### src/rtl/ccsr_pkg.sv
// ----------------------------------------------------------------------------
// ccsr_pkg
// Shared constants, register indexes and types of the CC/CV supply regulator.
// ----------------------------------------------------------------------------
package ccsr_pkg;

   localparam int VOLTAGE_STEP_MV = 50;
   localparam int GAIN_FRAC_BITS  = 8;

   localparam int DATA_W    = 16;
   localparam int ERR_W     = DATA_W + 1;
   localparam int COEF_W    = DATA_W + 2;
   localparam int PROD_W    = COEF_W + 1 + ERR_W;
   localparam int ACC_W     = 32;
   localparam int SUM_W     = PROD_W + 2;
   localparam int PID_OUT_W = ACC_W - GAIN_FRAC_BITS;
   localparam int TGT_W     = ((PID_OUT_W > ERR_W) ? PID_OUT_W : ERR_W) + 1;

   typedef enum logic [2:0] {
      CSR_GAIN_PROP       = 3'd0,
      CSR_GAIN_INTEG      = 3'd1,
      CSR_GAIN_DERIV      = 3'd2,
      CSR_CURRENT_LIMIT   = 3'd3,
      CSR_VOLTAGE_SETP    = 3'd4,
      CSR_VOLTAGE_FLOOR   = 3'd5,
      CSR_VOLTAGE_CEILING = 3'd6,
      CSR_CURRENT_HYST    = 3'd7
   } csr_index_type;

   typedef struct packed {
      logic [DATA_W-1:0] gain_prop;
      logic [DATA_W-1:0] gain_integ;
      logic [DATA_W-1:0] gain_deriv;
      logic [DATA_W-1:0] current_limit_ma;
      logic [DATA_W-1:0] voltage_setpoint_mv;
      logic [DATA_W-1:0] voltage_floor_mv;
      logic [DATA_W-1:0] voltage_ceiling_mv;
      logic [DATA_W-1:0] current_hysteresis_ma;
   } cfg_type;

   localparam cfg_type CFG_RESET = '{
      gain_prop:             16'd256,
      gain_integ:            16'd0,
      gain_deriv:            16'd0,
      current_limit_ma:      16'd10000,
      voltage_setpoint_mv:   16'd3000,
      voltage_floor_mv:      16'd0,
      voltage_ceiling_mv:    16'd65535,
      current_hysteresis_ma: 16'd0
   };

   typedef struct packed {
      logic [DATA_W-1:0] current_ma;
      logic [DATA_W-1:0] voltage_mv;
      logic              adjust;
      logic              enabled;
   } item_type;

   typedef struct packed {
      logic update;
      logic clear;
   } pid_ctrl_type;

endpackage

### src/rtl/ccsr_csr.sv
// ----------------------------------------------------------------------------
// ccsr_csr
// Configuration register file, written through a plain write port.
// ----------------------------------------------------------------------------
module ccsr_csr
   import ccsr_pkg::*;
(
   input  logic              clock,
   input  logic              reset,
   input  logic              csr_write_en,
   input  logic [2:0]        csr_index,
   input  logic [DATA_W-1:0] csr_wdata,
   output cfg_type           cfg
);

   cfg_type cfg_ff;
   cfg_type cfg_in;

   always_comb begin
      cfg_in = cfg_ff;
      if (csr_write_en) begin
         case (csr_index_type'(csr_index))
            CSR_GAIN_PROP:       cfg_in.gain_prop             = csr_wdata;
            CSR_GAIN_INTEG:      cfg_in.gain_integ            = csr_wdata;
            CSR_GAIN_DERIV:      cfg_in.gain_deriv            = csr_wdata;
            CSR_CURRENT_LIMIT:   cfg_in.current_limit_ma      = csr_wdata;
            CSR_VOLTAGE_SETP:    cfg_in.voltage_setpoint_mv   = csr_wdata;
            CSR_VOLTAGE_FLOOR:   cfg_in.voltage_floor_mv      = csr_wdata;
            CSR_VOLTAGE_CEILING: cfg_in.voltage_ceiling_mv    = csr_wdata;
            CSR_CURRENT_HYST:    cfg_in.current_hysteresis_ma = csr_wdata;
            default:             cfg_in = cfg_ff;
         endcase
      end
   end

   always_ff @(posedge clock) begin
      if (reset) begin
         cfg_ff <= CFG_RESET;
      end else begin
         cfg_ff <= cfg_in;
      end
   end

   assign cfg = cfg_ff;

endmodule

### src/rtl/ccsr_pid.sv
// ----------------------------------------------------------------------------
// ccsr_pid
// Incremental PID on the current error with a saturating accumulator.
// ----------------------------------------------------------------------------
module ccsr_pid
   import ccsr_pkg::*;
(
   input  logic                        clock,
   input  logic                        reset,
   input  cfg_type                     cfg,
   input  logic [DATA_W-1:0]           current_ma,
   input  pid_ctrl_type                ctrl,
   output logic signed [PID_OUT_W-1:0] pid_out
);

   logic signed [ERR_W-1:0]  err_prev1_ff;
   logic signed [ERR_W-1:0]  err_prev1_in;
   logic signed [ERR_W-1:0]  err_prev2_ff;
   logic signed [ERR_W-1:0]  err_prev2_in;
   logic signed [ACC_W-1:0]  pid_accum_ff;
   logic signed [ACC_W-1:0]  pid_accum_in;

   logic signed [ERR_W-1:0]  err;
   logic [COEF_W-1:0]        coef0;
   logic [COEF_W-1:0]        coef1;
   logic signed [PROD_W-1:0] prod0;
   logic signed [PROD_W-1:0] prod1;
   logic signed [PROD_W-1:0] prod2;
   logic signed [SUM_W-1:0]  sum;
   logic signed [ACC_W-1:0]  acc_sat;

   always_comb begin
      err   = $signed({1'b0, cfg.current_limit_ma}) - $signed({1'b0, current_ma});
      coef0 = COEF_W'(cfg.gain_prop) + COEF_W'(cfg.gain_integ) + COEF_W'(cfg.gain_deriv);
      coef1 = COEF_W'(cfg.gain_prop) + COEF_W'({cfg.gain_deriv, 1'b0});
      prod0 = $signed({1'b0, coef0}) * err;
      prod1 = $signed({1'b0, coef1}) * err_prev1_ff;
      prod2 = $signed({1'b0, cfg.gain_deriv}) * err_prev2_ff;
      sum   = SUM_W'(pid_accum_ff) + SUM_W'(prod0) - SUM_W'(prod1) + SUM_W'(prod2);
      if (sum[SUM_W-1:ACC_W-1] == {(SUM_W-ACC_W+1){1'b0}} ||
          sum[SUM_W-1:ACC_W-1] == {(SUM_W-ACC_W+1){1'b1}}) begin
         acc_sat = sum[ACC_W-1:0];
      end else if (sum[SUM_W-1]) begin
         acc_sat = {1'b1, {(ACC_W-1){1'b0}}};
      end else begin
         acc_sat = {1'b0, {(ACC_W-1){1'b1}}};
      end
      pid_out = acc_sat[ACC_W-1:GAIN_FRAC_BITS];
   end

   always_comb begin
      err_prev1_in = err_prev1_ff;
      err_prev2_in = err_prev2_ff;
      pid_accum_in = pid_accum_ff;
      if (ctrl.clear) begin
         err_prev1_in = '0;
         err_prev2_in = '0;
         pid_accum_in = '0;
      end else if (ctrl.update) begin
         err_prev1_in = err;
         err_prev2_in = err_prev1_ff;
         pid_accum_in = acc_sat;
      end
   end

   always_ff @(posedge clock) begin
      if (reset) begin
         err_prev1_ff <= '0;
         err_prev2_ff <= '0;
         pid_accum_ff <= '0;
      end else begin
         err_prev1_ff <= err_prev1_in;
         err_prev2_ff <= err_prev2_in;
         pid_accum_ff <= pid_accum_in;
      end
   end

endmodule

### src/rtl/ccsr_ctrl.sv
// ----------------------------------------------------------------------------
// ccsr_ctrl
// Mode decision, target clamping and the constant-current mode register.
// ----------------------------------------------------------------------------
module ccsr_ctrl
   import ccsr_pkg::*;
(
   input  logic                        clock,
   input  logic                        reset,
   input  cfg_type                     cfg,
   input  item_type                    item,
   input  logic                        go,
   input  logic signed [PID_OUT_W-1:0] pid_out,
   output pid_ctrl_type                pid_ctrl,
   output logic                        target_valid,
   output logic [DATA_W-1:0]           target_mv,
   output logic                        mode_cc
);

   logic                    mode_ff;
   logic                    mode_in;

   logic                    request;
   logic                    over_limit;
   logic                    below_band;
   logic signed [ERR_W-1:0] vdiff;
   logic [ERR_W-1:0]        vdist;
   logic signed [TGT_W-1:0] cc_target;
   logic signed [TGT_W-1:0] floor_s;
   logic signed [TGT_W-1:0] ceil_s;
   logic signed [TGT_W-1:0] raised;
   logic signed [TGT_W-1:0] clamped;

   always_comb begin
      request    = item.adjust & item.enabled;
      over_limit = item.current_ma > cfg.current_limit_ma;
      below_band = ({1'b0, item.current_ma} + {1'b0, cfg.current_hysteresis_ma}) <
                   {1'b0, cfg.current_limit_ma};
      vdiff      = $signed({1'b0, item.voltage_mv}) - $signed({1'b0, cfg.voltage_setpoint_mv});
      vdist      = vdiff[ERR_W-1] ? ERR_W'(-vdiff) : ERR_W'(vdiff);
      cc_target  = TGT_W'(pid_out) + TGT_W'($signed({1'b0, item.voltage_mv}));
      floor_s    = TGT_W'($signed({1'b0, cfg.voltage_floor_mv}));
      ceil_s     = TGT_W'($signed({1'b0, cfg.voltage_ceiling_mv}));
      raised     = (cc_target < floor_s) ? floor_s : cc_target;
      clamped    = (raised > ceil_s) ? ceil_s : raised;
   end

   always_comb begin
      pid_ctrl     = '0;
      target_valid = 1'b0;
      target_mv    = '0;
      mode_in      = mode_ff;
      if (request) begin
         if (over_limit) begin
            mode_in         = 1'b1;
            pid_ctrl.update = go;
            target_valid    = 1'b1;
            target_mv       = clamped[DATA_W-1:0];
         end else if (below_band) begin
            mode_in        = 1'b0;
            pid_ctrl.clear = go;
            if (vdist > ERR_W'(VOLTAGE_STEP_MV)) begin
               target_valid = 1'b1;
               target_mv    = cfg.voltage_setpoint_mv;
            end
         end else begin
            mode_in = 1'b0;
            if (cfg.voltage_setpoint_mv < item.voltage_mv) begin
               target_valid = 1'b1;
               target_mv    = cfg.voltage_setpoint_mv;
            end
         end
      end
      mode_cc = mode_in;
   end

   always_ff @(posedge clock) begin
      if (reset) begin
         mode_ff <= 1'b0;
      end else if (go) begin
         mode_ff <= mode_in;
      end
   end

endmodule

### src/rtl/cc_cv_supply_regulator_top.sv
// The regulator accepts one item per clock cycle while req_stall is low and
// returns exactly one result item for each. An accepted item is registered in
// the input register and its result in the result register, which holds it
// until the result side takes it. While an item waits in the input register,
// the mode decision, the three PID products, the saturating accumulator update
// and the voltage clamp are evaluated combinationally, and the result register
// and the PID and mode state are written at the same edge, so the next item
// already sees the new state. The input stalls only while a result is held off
// by the result side and another item waits in the input register. Configuration
// registers may be written only while no item is in flight.
// ----------------------------------------------------------------------------
// cc_cv_supply_regulator_top
// Constant-current / constant-voltage regulator with an incremental PID loop.
// ----------------------------------------------------------------------------
module cc_cv_supply_regulator_top
   import ccsr_pkg::*;
(
   input  logic              clock,
   input  logic              reset,

   input  logic              csr_write_en,
   input  logic [2:0]        csr_index,
   input  logic [DATA_W-1:0] csr_wdata,

   input  logic              req_valid,
   output logic              req_stall,
   input  logic [DATA_W-1:0] req_current_ma,
   input  logic [DATA_W-1:0] req_voltage_mv,
   input  logic              req_adjust,
   input  logic              req_enabled,

   output logic              rsp_valid,
   input  logic              rsp_stall,
   output logic              rsp_target_valid,
   output logic [DATA_W-1:0] rsp_target_mv,
   output logic              rsp_mode_cc
);

   cfg_type                     cfg;
   pid_ctrl_type                pid_ctrl;
   logic signed [PID_OUT_W-1:0] pid_out;

   logic                        in_valid_ff;
   logic                        in_valid_in;
   item_type                    in_item_ff;
   logic                        out_valid_ff;
   logic                        out_valid_in;
   logic                        out_target_valid_ff;
   logic [DATA_W-1:0]           out_target_mv_ff;
   logic                        out_mode_cc_ff;

   logic                        go;
   logic                        take;
   logic                        res_target_valid;
   logic [DATA_W-1:0]           res_target_mv;
   logic                        res_mode_cc;

   ccsr_csr u_csr (
      .clock        (clock),
      .reset        (reset),
      .csr_write_en (csr_write_en),
      .csr_index    (csr_index),
      .csr_wdata    (csr_wdata),
      .cfg          (cfg)
   );

   ccsr_pid u_pid (
      .clock      (clock),
      .reset      (reset),
      .cfg        (cfg),
      .current_ma (in_item_ff.current_ma),
      .ctrl       (pid_ctrl),
      .pid_out    (pid_out)
   );

   ccsr_ctrl u_ctrl (
      .clock        (clock),
      .reset        (reset),
      .cfg          (cfg),
      .item         (in_item_ff),
      .go           (go),
      .pid_out      (pid_out),
      .pid_ctrl     (pid_ctrl),
      .target_valid (res_target_valid),
      .target_mv    (res_target_mv),
      .mode_cc      (res_mode_cc)
   );

   always_comb begin
      go           = in_valid_ff & ~(out_valid_ff & rsp_stall);
      req_stall    = in_valid_ff & ~go;
      take         = req_valid & ~req_stall;
      in_valid_in  = take | (in_valid_ff & ~go);
      out_valid_in = go | (out_valid_ff & rsp_stall);
   end

   always_ff @(posedge clock) begin
      if (reset) begin
         in_valid_ff  <= 1'b0;
         out_valid_ff <= 1'b0;
      end else begin
         in_valid_ff  <= in_valid_in;
         out_valid_ff <= out_valid_in;
      end
   end

   always_ff @(posedge clock) begin
      if (take) begin
         in_item_ff.current_ma <= req_current_ma;
         in_item_ff.voltage_mv <= req_voltage_mv;
         in_item_ff.adjust     <= req_adjust;
         in_item_ff.enabled    <= req_enabled;
      end
      if (go) begin
         out_target_valid_ff <= res_target_valid;
         out_target_mv_ff    <= res_target_mv;
         out_mode_cc_ff      <= res_mode_cc;
      end
   end

   assign rsp_valid        = out_valid_ff;
   assign rsp_target_valid = out_target_valid_ff;
   assign rsp_target_mv    = out_target_mv_ff;
   assign rsp_mode_cc      = out_mode_cc_ff;

endmodule

### config.mk
export PLATFORM = sky130hd
export DESIGN_NAME = cc_cv_supply_regulator_top
export DESIGN_NICKNAME = d
export VERILOG_FILES = /design/src/rtl/ccsr_pkg.sv /design/src/rtl/ccsr_csr.sv /design/src/rtl/ccsr_pid.sv /design/src/rtl/ccsr_ctrl.sv /design/src/rtl/cc_cv_supply_regulator_top.sv
export SDC_FILE = /design/constraint.sdc
export NUM_CORES = 2
export LEC_CHECK = 0
export BUFFER_PORTS_ARGS = -buffer_cell sky130_fd_sc_hd__buf_2
export CAP_MARGIN = 0
export CELL_PAD_IN_SITES_DETAIL_PLACEMENT = 1
export CELL_PAD_IN_SITES_GLOBAL_PLACEMENT = 2
export CORE_AREA = 2 2 379 343
export CTS_BUF_LIST = sky130_fd_sc_hd__clkbuf_8
export DETAILED_ROUTE_END_ITERATION = 7
export DIE_AREA = 0 0 381 345
export PLACE_DENSITY = 0.79
export SYNTH_ARGS = -nofsm -noshare
export SYNTH_HDL_FRONTEND = slang
export SYNTH_SLANG_ARGS = --single-unit
### constraint.sdc
create_clock -name clock -period 17.1 [get_ports clock]
set_clock_uncertainty 0.1 [all_clocks]
set_input_delay 3.42 -clock clock [delete_from_list [all_inputs] [get_ports clock]]
set_output_delay 3.42 -clock clock [all_outputs]
set_load 0.02 [all_outputs]
Yosys cells after proc, flatten, opt, wreduce, memory -nomap -nowiden. Index checks and enable logic that the tools add are counted.

Bitwise logic cells: 10. Multiplexer cells: 19. $add $sub $neg: 11. $lt $le $gt $ge: 6. Multiply operators: 3. Equal/unequal tests: 8. Reduce and logical (&&, ||, !) cells: 12.

Operator list (number): 16-bit two-way mux (5); 19-bit by 17-bit multiplier with 36-bit output (2); 32-bit two-way mux (2); 38-bit by 34-bit adder with 38-bit output (1); 37-bit by 36-bit subtractor with 38-bit output (1); 32-bit by 36-bit adder with 37-bit output (1); 16-bit by 16-bit adder with 17-bit output (2); 17-bit by 17-bit multiplier with 34-bit output (1); 16-bit by 16-bit subtractor with 17-bit output (2); 24-bit by 17-bit adder with 25-bit output (1); 25-bit by 17-bit greater-than comparator with 1-bit output (1); 25-bit by 17-bit < comparator with 1-bit output (1); 25-bit two-way mux (1); 16-bit by 17-bit adder with 18-bit output (1); 18-bit by 16-bit adder with 18-bit output (1); 17-bit by 6-bit greater-than comparator with 1-bit output, second input constant (1); 17-bit by 16-bit < comparator with 1-bit output (1); 17-bit two-way mux (1); 17-bit negation (1); 16-bit greater-than comparator (1); 16-bit < comparator (1); 2-bit AND reduction (8); 3-bit equality test, second input constant (4); 1-bit two-way mux (9); 11 further kinds (19).

Logic and storage cells: 90. Output and inout port bits: 20. Bits in registers: 249.

Depth between registers and ports, before layout.
Depth in word-level cells: 15. Mapped depth: 87.

Modules after synthesis. From an unflattened synthesis, not the netlist that was laid out.

Cells, all modules: 5532. Area total of the unflattened synthesis: 50093.0 um^2.

Modules (own cells, without submodules): ccsr_pid (seq. area each 1321.3 um^2, cells an instance 4266, area each 38120.3 um^2, instances 1); ccsr_ctrl (seq. area each 20.0 um^2, cells an instance 743, area each 5305.1 um^2, instances 1); ccsr_csr (seq. area each 2562.5 um^2, cells an instance 461, area each 5019.8 um^2, instances 1); cc_cv_supply_regulator_top (seq. area each 1601.5 um^2, cells an instance 62, area each 1647.8 um^2, instances 1).

Worst setup path after synthesis. Ideal clock, no wire load.

Path type: flip-flop to flip-flop. Start: register u_csr.cfg_ff, in the netlist u_csr.cfg[112]. End: register out_target_mv_ff[10] (netlist: rsp_target_mv[10]), data pin. Data required time: 16.732 ns. Clock period less this slack: 17.968 ns. Stages on the path, launching flop included: 85. Data arrival time: 17.599 ns. Slack: -0.868 ns. Cells stage by stage: dfxtp_1 > ha_1 > inv_1 > fa_1 > nor2b_1 > o21ai_0 > a21boi_0 > o21ai_0 > a21boi_0 > o21ai_0 > a21boi_0 > o21ai_0 > a211o_1 > xnor2_1 > ha_1 > or3_1 > o21ai_0 > a31o_2 > [... 49 more ...] > clkbuf_1 > mux2_2 > ha_1 > nor2b_1 > o21a_1 > o21a_1 > o21a_1 > o21a_1 > o21a_1 > o21ai_0 > nand2b_1 > a21oi_1 > o21ai_0 > nand2_1 > o311ai_4 > buf_6 > mux2i_1 > o22ai_1.

Longest elaborated chain between the ends: 15.

RTL lines: from (decl) (line ccsr_csr.sv:16) `cfg_type cfg_ff;`; from (signal assigned) (line ccsr_csr.sv:40) `cfg_ff <= cfg_in;`; 16-bit by 16-bit adder with 17-bit output (line ccsr_pid.sv:34) `coef0 = COEF_W'(cfg.gain_prop) + COEF_W'(cfg.gain_integ) + COEF_W'(cfg.gain_deriv);`; 18-bit by 16-bit adder with 18-bit output (line ccsr_pid.sv:34); 19-bit by 17-bit multiplier with 36-bit output (line ccsr_pid.sv:36) `prod0 = $signed({1'b0, coef0}) * err;`; 32-bit by 36-bit adder with 37-bit output (line ccsr_pid.sv:39) `sum = SUM_W'(pid_accum_ff) + SUM_W'(prod0) - SUM_W'(prod1) + SUM_W'(prod2);`; 37-bit by 36-bit subtractor with 38-bit output * (line ccsr_pid.sv:39); 38-bit by 34-bit adder with 38-bit output * (line ccsr_pid.sv:39); 7-bit equality test or 7-bit logical NOT (tied branches) (line ccsr_pid.sv:41, ccsr_pid.sv:40); 1-bit logical OR (line ccsr_pid.sv:40) `if (sum[SUM_W-1:ACC_W-1] == {(SUM_W-ACC_W+1){1'b0}} ||`; 32-bit two-way mux * (line ccsr_pid.sv:40); net pid_out[0] (line cc_cv_supply_regulator_top.sv:41) `logic signed [PID_OUT_W-1:0] pid_out;`; 24-bit by 17-bit adder with 25-bit output * (line ccsr_ctrl.sv:41) `cc_target = TGT_W'(pid_out) + TGT_W'($signed({1'b0, item.voltage_mv}));`; 25-bit by 17-bit < comparator with 1-bit output (line ccsr_ctrl.sv:44) `raised = (cc_target < floor_s) ? floor_s : cc_target;`; 25-bit two-way mux * (line ccsr_ctrl.sv:44); 25-bit by 17-bit greater-than comparator with 1-bit output (line ccsr_ctrl.sv:45) `clamped = (raised > ceil_s) ? ceil_s : raised;`; 16-bit two-way mux * (line ccsr_ctrl.sv:45); 16-bit two-way mux * (line ccsr_ctrl.sv:54) `if (over_limit) begin`; to (signal assigned) (line cc_cv_supply_regulator_top.sv:116) `out_target_mv_ff <= res_target_mv;`; to (decl) (line cc_cv_supply_regulator_top.sv:49) `logic [DATA_W-1:0] out_target_mv_ff;`.

The timed path passes the listed nets; every way through them passes the cells marked *. A chain may end at the register's enable or synchronous reset.

Worst setup path in the final report.
Start: register u_csr.cfg_ff, in the netlist u_csr.cfg[97]. End: register out_target_mv_ff[0] (netlist: rsp_target_mv[0]), data pin.

Longest elaborated chain between the ends: 15.

RTL lines (line): 16-bit by 16-bit adder with 17-bit output * (ccsr_pid.sv:34); 18-bit by 16-bit adder with 18-bit output * (ccsr_pid.sv:34); 19-bit by 17-bit multiplier with 36-bit output * (ccsr_pid.sv:36); 32-bit by 36-bit adder with 37-bit output * (ccsr_pid.sv:39); 37-bit by 36-bit subtractor with 38-bit output * (ccsr_pid.sv:39); 38-bit by 34-bit adder with 38-bit output * (ccsr_pid.sv:39); 7-bit equality test or 7-bit logical NOT (tied branches) (ccsr_pid.sv:41, ccsr_pid.sv:40); 1-bit logical OR (ccsr_pid.sv:40); 32-bit two-way mux * (ccsr_pid.sv:40); net pid_out[1] (cc_cv_supply_regulator_top.sv:41); 24-bit by 17-bit adder with 25-bit output * (ccsr_ctrl.sv:41); 25-bit by 17-bit < comparator with 1-bit output (ccsr_ctrl.sv:44); 25-bit two-way mux * (ccsr_ctrl.sv:44); 25-bit by 17-bit greater-than comparator with 1-bit output (ccsr_ctrl.sv:45); 16-bit two-way mux * (ccsr_ctrl.sv:45); 16-bit two-way mux * (ccsr_ctrl.sv:54).

Marked as above.

==> results.md <==
* First-pass GRT wire length at 260 mm
* Final worst path period share at 103%
* Crit path max-delay cell type: fa_2
* Drt drc at 0
* Final Max Slew Viols at 0
* WL per Instance at 21.9 um
* CTS Buffer Depth at 3
* Post-synth EDFFs at 52
* IO Count at 78
* Worst Setup End Kind: register
* Synthesized flop and latch total at around 250
* Number of fill cells at 15,100
* Clock Sinks at 249
* Multi-input gate area at 38,200 um2
* Area post-placement at 53,500 um2
* Die Wd at 381 um
* CP Data Required Time at 17.57 ns
* Synth cell types at 93
* Crit Path Category: reg2reg
* Critical Path Most Common Cell: buf_4
* Register area share after synthesis at 11.4%
* Final WL at 168 mm
* Layout Nets at 7,364
* Grt total ovfl at 0
* ANT nets after route at 0
* Sum Neg Setup Slack at -6.72 ns
* Largest net degree at the start of global routing at 75
* Worst EP arrival at approximately 18 ns
* CP Max Fanout at 7
* Worst-Margin Slew at 1.30 ns
* Gate Count Post-Synth at ~5,500
* Core area at roughly 130,000 um2
* CTS tree: built
* CP Launch Type: register
* Initial antenna violation count at 6
* HP Class: reg2reg
* Asr flop ratio synth at 0%
* CTS buffer count at 53
* Syn_nets at 6,937
* Design Area, Final at approximately 56,000 um2
* Top delay family on crit path: compound AO/OA/AOI/OAI gates
* Worst skew pair latency at 0.74 ns
* Die height at 345 um
* Vias per cell at 5.07
* Initial Util at 37.6%
* HPWL Detailed at 142 mm
* DRT Pass-1 Iters at 5
* Main synth FF type: dfxtp_1
* Avg Cell Area, Syn at 8.76 um2
* H-tree Lvls at 2
* Clock Tree Root: clkbuf_8
* Fin. Hold Viols at 0
* Mapped Area at 48,200 um2
* DR vias at 39,000
* Cell row count at 125
* Syn-to-layout area delta at 16.6%
* Outcome: finished with violations
* Clock transition at path regs at ~0.070 ns
* Register Area at 5510 um2
* Rel. slew slack at about 13%
* Port buffer count at 77
* First DRT Iteration DRCs at 2,183
* Failing checks: setup timing
* CTS Hold Buffers Added at 0
* Final setup vio count at 16
* Unrepaired setup endpoints after global routing: yes
* Vias in the first global route at between 40,000 and 50,000
* Layout cell share with drive strength beyond 1 at between 10% and 20%
* Fin crit period at 17.58 ns
* Max Cap Viol at 0
* CP max stage delay at ~0.61 ns
* Worst path bufs/invs at 17
* Setup WS post-layout at -0.484 ns
* Overall Global Routing Usage at approximately a quarter
* Die area at 131,000 um2
* FMAX at roughly 57 MHz
* Yosys warns at 0
* Routability-driven placement congestion ratio at 0.890
-- cell usage after synthesis, types with 18 or more instances --
| master | count | area share (%) |
|---|---|---|
| o21a_1 | 20 | 0.31 |
| and2_1 | 329 | 4.3 |
| nand4_1 | 18 | 0.23 |
| a21o_1 | 51 | 0.79 |
| ha_1 | 490 | 13 |
| a21oi_1 | 270 | 2.8 |
| o21ai_0 | 74 | 0.77 |
| nand2_1 | 807 | 6.3 |
| nand3_1 | 32 | 0.33 |
| xnor2_1 | 105 | 1.9 |
| nand2b_1 | 46 | 0.60 |
| nor3_1 | 38 | 0.39 |
| clkbuf_1 | 192 | 1.5 |
| edfxtp_1 | 52 | 3.2 |
| xor2_1 | 48 | 0.87 |
| dfxtp_1 | 197 | 8.2 |
| fa_1 | 891 | 37 |
| nor2_1 | 270 | 2.1 |
| inv_1 | 1188 | 9.3 |
| nor2b_1 | 19 | 0.25 |
| o21bai_1 | 35 | 0.55 |
| o211ai_1 | 42 | 0.65 |
-- stage by stage --
stage                     setup WS (ns)  hold slack (ns)  std cells  util [%]
after floorplan                 0.00983            0.336       5498         -
after global placement           -0.698            0.345       7519      41.8
after detailed placement          -1.06            0.351       7519      41.8
after CTS                        -0.556            0.360       7647      43.2
after global routing              -1.26            0.377       7684      43.9
final                            -0.484            0.358       7687      43.9
-- final timing paths --
check	startpoint	slack (ns)	endpoint	depth (start not counted)
max	u_csr.cfg[97]$_SDFFE_PP0P_	-0.48	rsp_target_mv[0]$_SDFFCE_PN0P_	85
min	u_csr.cfg[42]$_SDFFE_PP0P_	0.36	u_csr.cfg[42]$_SDFFE_PP0P_	2
max reg2reg	u_csr.cfg[97]$_SDFFE_PP0P_	-0.48	rsp_target_mv[0]$_SDFFCE_PN0P_	85
min reg2reg	u_csr.cfg[42]$_SDFFE_PP0P_	0.36	u_csr.cfg[42]$_SDFFE_PP0P_	2
-- routing by layer --
metal	global-route usage [%]	vias up	part of all wire (%)
li1	-	17600	-
met1	35.2	20400	45
met2	43.9	797	48
met3	3.19	197	4.7
met4	5.74	0	2.3
met5	0	-	0
-- tightest hold or removal path: stages (launching register included) --
cell	delay (ns)
dfxtp_1	0.31
nand2_1	0.05
a21oi_1	0.05
-- kinds of logic after synthesis --
family / count (synthesis) / share of synthesized area (%)
AND/OR/NAND/NOR: 1619 / 15.5
buffers and inverters: 1423 / 11.4
adder cells (fa/ha/maj): 1381 / 49.8
AO/OA/AOI/OAI: 641 / 8.47
flip-flops: 249 / 11.4
XOR/XNOR: 154 / 2.82
multiplexers: 31 / 0.688
-- cell type report --
type	count	area share, %
multi-input cells	3826	68.1
repair buffers	603	8.25
flip-flops and latches	249	9.81
inverters	1192	7.98
clock buffers	64	1.57
diodes	4	0.0178
well taps	1714	3.82
clock inverters	35	0.421
-- cell usage in the layout (no fill, tap or decap), types with 26 or more instances in the layout --
| cell type | instances |
|---|---|
| o21bai_1 | 34 |
| a21oi_1 | 240 |
| ha_1 | 467 |
| nor3_1 | 34 |
| nand2_1 | 799 |
| o211ai_1 | 42 |
| xnor2_1 | 97 |
| buf_2 | 76 |
| dfxtp_1 | 194 |
| buf_4 | 491 |
| o21ai_0 | 36 |
| edfxtp_1 | 52 |
| a21oi_2 | 26 |
| nand2b_1 | 46 |
| clkbuf_8 | 64 |
| and2_1 | 329 |
| nand3_1 | 30 |
| nor2_1 | 259 |
| inv_1 | 1200 |
| fa_1 | 868 |
| a21o_1 | 51 |
| xor2_1 | 44 |
-- sequential cells by signal, summed over array words and instances (netlist names) --
name,cells
u_csr.cfg,128
in_item_ff,34
u_pid.pid_accum_ff,32
u_pid.err_prev1_ff,17
u_pid.err_prev2_ff,17
rsp_target_mv,16
in_valid_ff,1
rsp_mode_cc,1
rsp_target_valid,1
rsp_valid,1
u_ctrl.mode_ff,1
-- repair_timing --
action	in CTS	in global routing
resized for setup	107	137
pin swaps	75	133
gates cloned	2	0
setup buffers	29	38
endpoints found under the setup margin	16	16
Power is left out: the tool's default activity adds up to more than one toggle a clock period on the data nets, which glitch-free logic cannot reach.
